### src/rtl/core/lsth_pkg.sv
// Shared types and constants for the line segment table hit test core.
// Holds the request/response payload structs, code enums, controller states
// and the command/status structs between the controller and the datapath.
`default_nettype none

package lsth_pkg;

    localparam int FIELD_W   = 16;
    localparam int TOL_W     = 20;
    localparam int IDX_OUT_W = 6;
    localparam int CNT_OUT_W = 7;

    localparam logic [TOL_W-1:0] TOL_RESET = 20'd500;

    typedef enum logic [1:0] {
        REQ_ADD   = 2'd0,
        REQ_DEL   = 2'd1,
        REQ_QUERY = 2'd2
    } t_req_type;

    typedef enum logic [1:0] {
        ST_DONE    = 2'd0,
        ST_DUP     = 2'd1,
        ST_FULL    = 2'd2,
        ST_NOMATCH = 2'd3
    } t_status;

    typedef enum logic [1:0] {
        ROLE_NONE  = 2'd0,
        ROLE_START = 2'd1,
        ROLE_END   = 2'd2
    } t_role;

    typedef struct packed {
        logic [1:0]                req_type;
        logic signed [FIELD_W-1:0] start_x;
        logic signed [FIELD_W-1:0] start_y;
        logic signed [FIELD_W-1:0] end_x;
        logic signed [FIELD_W-1:0] end_y;
        logic signed [FIELD_W-1:0] point_x;
        logic signed [FIELD_W-1:0] point_y;
    } t_req;

    typedef struct packed {
        logic [1:0]           status;
        logic [1:0]           role;
        logic [IDX_OUT_W-1:0] line_index;
        logic [CNT_OUT_W-1:0] line_count;
    } t_rsp;

    typedef enum logic [1:0] {
        S_IDLE  = 2'd0,
        S_SCAN  = 2'd1,
        S_SHIFT = 2'd2,
        S_REPLY = 2'd3
    } t_state;

    // Commands from the controller to the datapath.
    typedef struct packed {
        logic    load;      // capture the request
        logic    issue;     // read one entry into the compare pipeline
        logic    flush;     // drop everything in the compare pipeline
        logic    move;      // read one entry and write it one slot lower
        logic    append;    // write the request segment at the end of the table
        logic    drop;      // one segment fewer
        logic    reply;     // load the result register
        t_status status;
        logic    use_idx;
        logic    use_role;
    } t_dp_cmd;

    // Status from the datapath to the controller.
    typedef struct packed {
        logic out_hit;
        logic pipe_busy;
    } t_dp_stat;

endpackage

`default_nettype wire

### src/rtl/core/lsth_ctrl.sv
// Controller for the line segment table: sequences scans, shifts and replies.
// Depends on lsth_pkg.
`default_nettype none

module lsth_ctrl #(
    parameter int MAX_SEGMENTS = 64,
    localparam int AW = $clog2(MAX_SEGMENTS),
    localparam int CW = $clog2(MAX_SEGMENTS + 1)
) (
    input  wire logic               i_clk,
    input  wire logic               i_rst_n,
    input  wire logic               i_start,
    input  wire logic [1:0]         i_req_type,
    output logic                    o_busy,
    output lsth_pkg::t_dp_cmd       o_cmd,
    output logic [AW-1:0]           o_rd_addr,
    input  wire lsth_pkg::t_dp_stat i_stat,
    input  wire logic [AW-1:0]      i_hit_idx,
    input  wire logic [CW-1:0]      i_count
);

    lsth_pkg::t_state  r_state, n_state;
    logic [1:0]        r_op, n_op;
    logic [CW-1:0]     r_i, n_i;
    lsth_pkg::t_status r_status, n_status;
    logic              r_use_idx, n_use_idx;
    logic              r_use_role, n_use_role;

    always_ff @(posedge i_clk) begin
        if (!i_rst_n) begin
            r_state <= lsth_pkg::S_IDLE;
        end else begin
            r_state <= n_state;
        end
        r_op       <= n_op;
        r_i        <= n_i;
        r_status   <= n_status;
        r_use_idx  <= n_use_idx;
        r_use_role <= n_use_role;
    end

    always_comb begin
        n_state    = r_state;
        n_op       = r_op;
        n_i        = r_i;
        n_status   = r_status;
        n_use_idx  = r_use_idx;
        n_use_role = r_use_role;
        o_cmd      = '0;
        o_rd_addr  = r_i[AW-1:0];

        case (r_state)
            lsth_pkg::S_IDLE: begin
                if (i_start) begin
                    o_cmd.load = 1'b1;
                    n_op       = i_req_type;
                    n_i        = '0;
                    n_status   = lsth_pkg::ST_NOMATCH;
                    n_use_idx  = 1'b0;
                    n_use_role = 1'b0;
                    if (i_req_type inside {lsth_pkg::REQ_ADD, lsth_pkg::REQ_DEL,
                                           lsth_pkg::REQ_QUERY}) begin
                        n_state = lsth_pkg::S_SCAN;
                    end else begin
                        n_state = lsth_pkg::S_REPLY;
                    end
                end
            end

            lsth_pkg::S_SCAN: begin
                if (i_stat.out_hit) begin
                    // First hit in table order; later reads in flight are discarded.
                    o_cmd.flush = 1'b1;
                    n_use_idx   = 1'b1;
                    case (r_op)
                        lsth_pkg::REQ_DEL: begin
                            n_status = lsth_pkg::ST_DONE;
                            n_i      = CW'(i_hit_idx) + CW'(1);
                            n_state  = lsth_pkg::S_SHIFT;
                        end
                        lsth_pkg::REQ_ADD: begin
                            n_status = lsth_pkg::ST_DUP;
                            n_state  = lsth_pkg::S_REPLY;
                        end
                        default: begin
                            n_status   = lsth_pkg::ST_DONE;
                            n_use_role = 1'b1;
                            n_state    = lsth_pkg::S_REPLY;
                        end
                    endcase
                end else if (r_i < i_count) begin
                    o_cmd.issue = 1'b1;
                    n_i         = r_i + CW'(1);
                end else if (!i_stat.pipe_busy) begin
                    n_state = lsth_pkg::S_REPLY;
                    if (r_op == lsth_pkg::REQ_ADD) begin
                        if (i_count == CW'(MAX_SEGMENTS)) begin
                            n_status = lsth_pkg::ST_FULL;
                        end else begin
                            o_cmd.append = 1'b1;
                            n_status     = lsth_pkg::ST_DONE;
                            n_use_idx    = 1'b1;
                        end
                    end else begin
                        n_status = lsth_pkg::ST_NOMATCH;
                    end
                end
            end

            lsth_pkg::S_SHIFT: begin
                if (r_i < i_count) begin
                    o_cmd.move = 1'b1;
                    n_i        = r_i + CW'(1);
                end else begin
                    // The last move lands at the same edge as the count update.
                    o_cmd.drop = 1'b1;
                    n_state    = lsth_pkg::S_REPLY;
                end
            end

            lsth_pkg::S_REPLY: begin
                o_cmd.reply    = 1'b1;
                o_cmd.status   = r_status;
                o_cmd.use_idx  = r_use_idx;
                o_cmd.use_role = r_use_role;
                n_state        = lsth_pkg::S_IDLE;
            end

            default: begin
                n_state = lsth_pkg::S_IDLE;
            end
        endcase
    end

    assign o_busy = (r_state != lsth_pkg::S_IDLE);

endmodule

`default_nettype wire

### config.mk
export PLATFORM = sky130hd
export DESIGN_NAME = lsth_ctrl
export DESIGN_NICKNAME = d
export VERILOG_FILES = /design/src/rtl/core/lsth_pkg.sv /design/src/rtl/core/lsth_ctrl.sv
export SDC_FILE = /design/constraint.sdc
export NUM_CORES = 1
export LEC_CHECK = 0
export BUFFER_PORTS_ARGS = -buffer_cell sky130_fd_sc_hd__buf_2
export CAP_MARGIN = 5
export CORE_UTILIZATION = 40
export DETAILED_ROUTE_END_ITERATION = 8
export GPL_ROUTABILITY_DRIVEN = 0
export PLACE_DENSITY = 0.61
export SLEW_MARGIN = 20
export SYNTH_ARGS = -nofsm -noshare
export SYNTH_HDL_FRONTEND = slang
export SYNTH_SLANG_ARGS = --single-unit
### constraint.sdc
create_clock -name i_clk -period 5.5 [get_ports i_clk]
set_input_delay 0.825 -clock i_clk [delete_from_list [all_inputs] [get_ports i_clk]]
set_output_delay 0.825 -clock i_clk [all_outputs]
set_load 0.01 [all_outputs]
==> summary.txt <==
Worst setup path
  • Critical Path RT: 4.68 ns
  • Worst Reg-to-Reg Cells: 7
  • Max FO, Critical Path: 12
  • CP startpoint: i_count[4]
  • Setup crit start kind: input pin
  • Worst EP arrival: 2.64 ns
  • Critical path class: input pin to output pin
  • Critical R2R Launch: r_i[4]$_DFFE_PP_
  • Crit end category: output pin

Floorplan
  • Ports: 38
  • FP Rows: 19
  • Die Ht: 57.99 um
  • Die width: 57.99 um
  • Initial Util: 43.95%
  • Die area: 0.003362 mm^2
  • Core box area: 0.002853 mm^2

Synthesis
  • Synth Register Bits: 15
  • Sequential fraction of the synthesis area: 34.33%
  • Post-synth cell types: 36
  • Netlist Area Pre-Place: 0.001254 mm^2
  • Syn_area_per_cell: 9.498 um^2
  • Commonest cells post-synth: ha_1, edfxtp_1, inv_1
  • Count leader, synth: ha_1
  • Post-synthesis xor/xnor area fraction: 6.986%
  • Post-synthesis mux area share: 1.597%
  • Dominant cells by area after synthesis: edfxtp_1, ha_1, xor2_1, inv_1, buf_4
  • Yosys warns: 0
  • Top-area cell type share of the netlist area: 31.14%
  • EDFF count, synth: 13
  • Ys async rst share: 0%
  • Syn Nets: 166
  • Synth Flop Type: edfxtp_1
  • Yosys top cell by area: edfxtp_1
  • Area share of and/or/nand/nor cells after synthesis: 20.96%
  • Adder-Cell Fraction of Synth Area: 13.97%
  • Synth Instances: 132
  • Synth Area in Compound Gates: 13.47%
  • Dominant combinational cell family by area after synthesis: simple AND/OR/NAND/NOR gates

Finish
  • Final design utilization: 50.61%
  • Non-filler cells, final: 196
  • Synth-to-layout area growth: 15.17%
  • Share of cells above drive strength 1: 30.30%
  • Final instance area: 0.001444 mm^2
  • Fin nets: 200
  • Number of fill cells: 293
  • Ant diodes: 0

Place
  • IO Port Bufs: 37
  • DP Area: 0.001418 mm^2
  • Placed wire-length estimate: 2.134 mm
  • DP Worst Slack: 2.017 ns
  • # placed instances: 192

Route
  • Vias post-DR: 1049
  • DRT iter0 DRCs: 23
  • Drc violations: 2
  • WL per Instance: 13.12 um
  • Via/cell ratio: 5.352
  • Final WL: 2.571 mm
  • ANT nets after route: 0
  • Pre-antenna DRT Iters: 5

Clock tree
  • Clock sink count: 15
  • Htree depth: 1
  • Root buffer cell: clkbuf_4
  • Total setup buffers inserted after CTS: 0
  • Clock Tree Buf Depth: 2
  • Cts hold-fix bufs: 0
  • Post-cts resize count: 0
  • Reg clk slew, reported paths: 0.09 ns
  • Cts bufs inserted: 3
  • Worst skew pair latency: 0.28 ns
  • TritonCTS clock tree: yes

Global route
  • Vias in the first global route: 1064
  • Largest net degree at the start of global routing: 13
  • GRT Residual Overflow: 0
  • GRT Resource Usage Total: 17.23%
  • First-pass GRT wire length: 4.402 mm
  • Initial antenna violation count: 0

Status
  • Status: finished, violations left
  • Failing checks: DRC

Flow run
  • # Max-Cap Violations: 0

STA
  • Slew margin rel.: 44.54%
  • Fmax achieved: 0.2887 GHz
  • RSZ-0062 raised after global routing: false
  • Final WS setup: 2.036 ns
  • Fin. max-slew vios: 0
  • Final Hold Fails: 0
  • Final setup viols: 0
  • Final period util: 62.97%
  • Setup tns final: 0 ns
  • Least-Margin Pin Slew: 0.8303 ns
  • Tmin final: 3.464 ns
  • Worst hold slack: 0.5337 ns
  • Max Clock Skew: 0.002019 ns

Power
  • Leakage power: 0.6915 nW
  • Peak supply drop: 0.0002400 V
  • Pwr Density: 459.0 mW/mm^2
  • Power Total: 0.6628 mW

Min path
  • Min-Delay Startpoint: r_state[1]$_SDFFE_PN0P_
  • Hold Path Stages: 2
  • Worst hold path type: flip-flop to flip-flop
worst paths after layout:
kind | slack (ns) | endpoint
hold / removal | 0.53 | r_state[1]$_SDFFE_PN0P_
setup reg to reg | 2.88 | r_state[0]$_SDFFE_PN0P_
setup / recovery | 2.04 | o_cmd[6]
hold reg to reg | 0.53 | r_state[1]$_SDFFE_PN0P_
logic make-up after synthesis:
family / count (synthesis)
compound gates: 24
fa+ha+maj: 14
buf+inv: 21
mux: 2
xor+xnor: 10
flops: 15
simple gates: 46
per-layer routing:
metal  part of all wire (%)  track usage [%]  wire, um  vias up
met5                      0                0         0        -
met4                    1.5            7.823        38        0
met3                    3.6            2.009        93        5
met2                     49            29.89      1261       24
met1                     46            21.41      1178      491
li1                       -                -         -      529
critical path, cell delays in order:
cell      delay [ns]
buf_2           0.09
inv_1           0.04
ha_1            0.28
a211oi_1        0.22
nor2_1          0.09
a211oi_2        0.66
nor2_1          0.11
and3_1          0.20
buf_2           0.13
state kept, by name, summed over array words and instances (netlist names):
signal      flops
r_use_role      1
r_use_idx       1
r_state         2
r_status        2
r_i             7
r_op            2
final cells by class:
class / instances / area, um^2 / area share [%]
multi-input combinational: 96 / 714.4 / 49.48
inverter: 13 / 48.80 / 3.380
tap: 31 / 38.79 / 2.686
clock buffer: 4 / 26.28 / 1.820
timing repair buffer: 37 / 185.2 / 12.83
sequential: 15 / 430.4 / 29.81
power by group:
group	total [mW]	switching (mW)	leakage, nW	internal (mW)
combinational	0.352	0.202	0.531	0.151
clock	0.0639	0.0357	0.0150	0.0282
sequential	0.247	0.0518	0.146	0.195
total	0.663	0.289	0.692	0.374
cells in the final DEF (no fill, tap or decap), types with 3 or more instances in the layout:
cell type / count
clkbuf_4: 3
ha_1: 14
buf_2: 37
edfxtp_1: 13
inv_1: 13
xor2_1: 7
a21oi_1: 4
nor2_1: 7
xnor2_1: 3
o21ai_0: 5
nand3_1: 4
nand2_1: 10
o22ai_1: 6
and2_1: 7
nand2b_1: 4
Note: power is estimated with default switching activity, not from simulation.
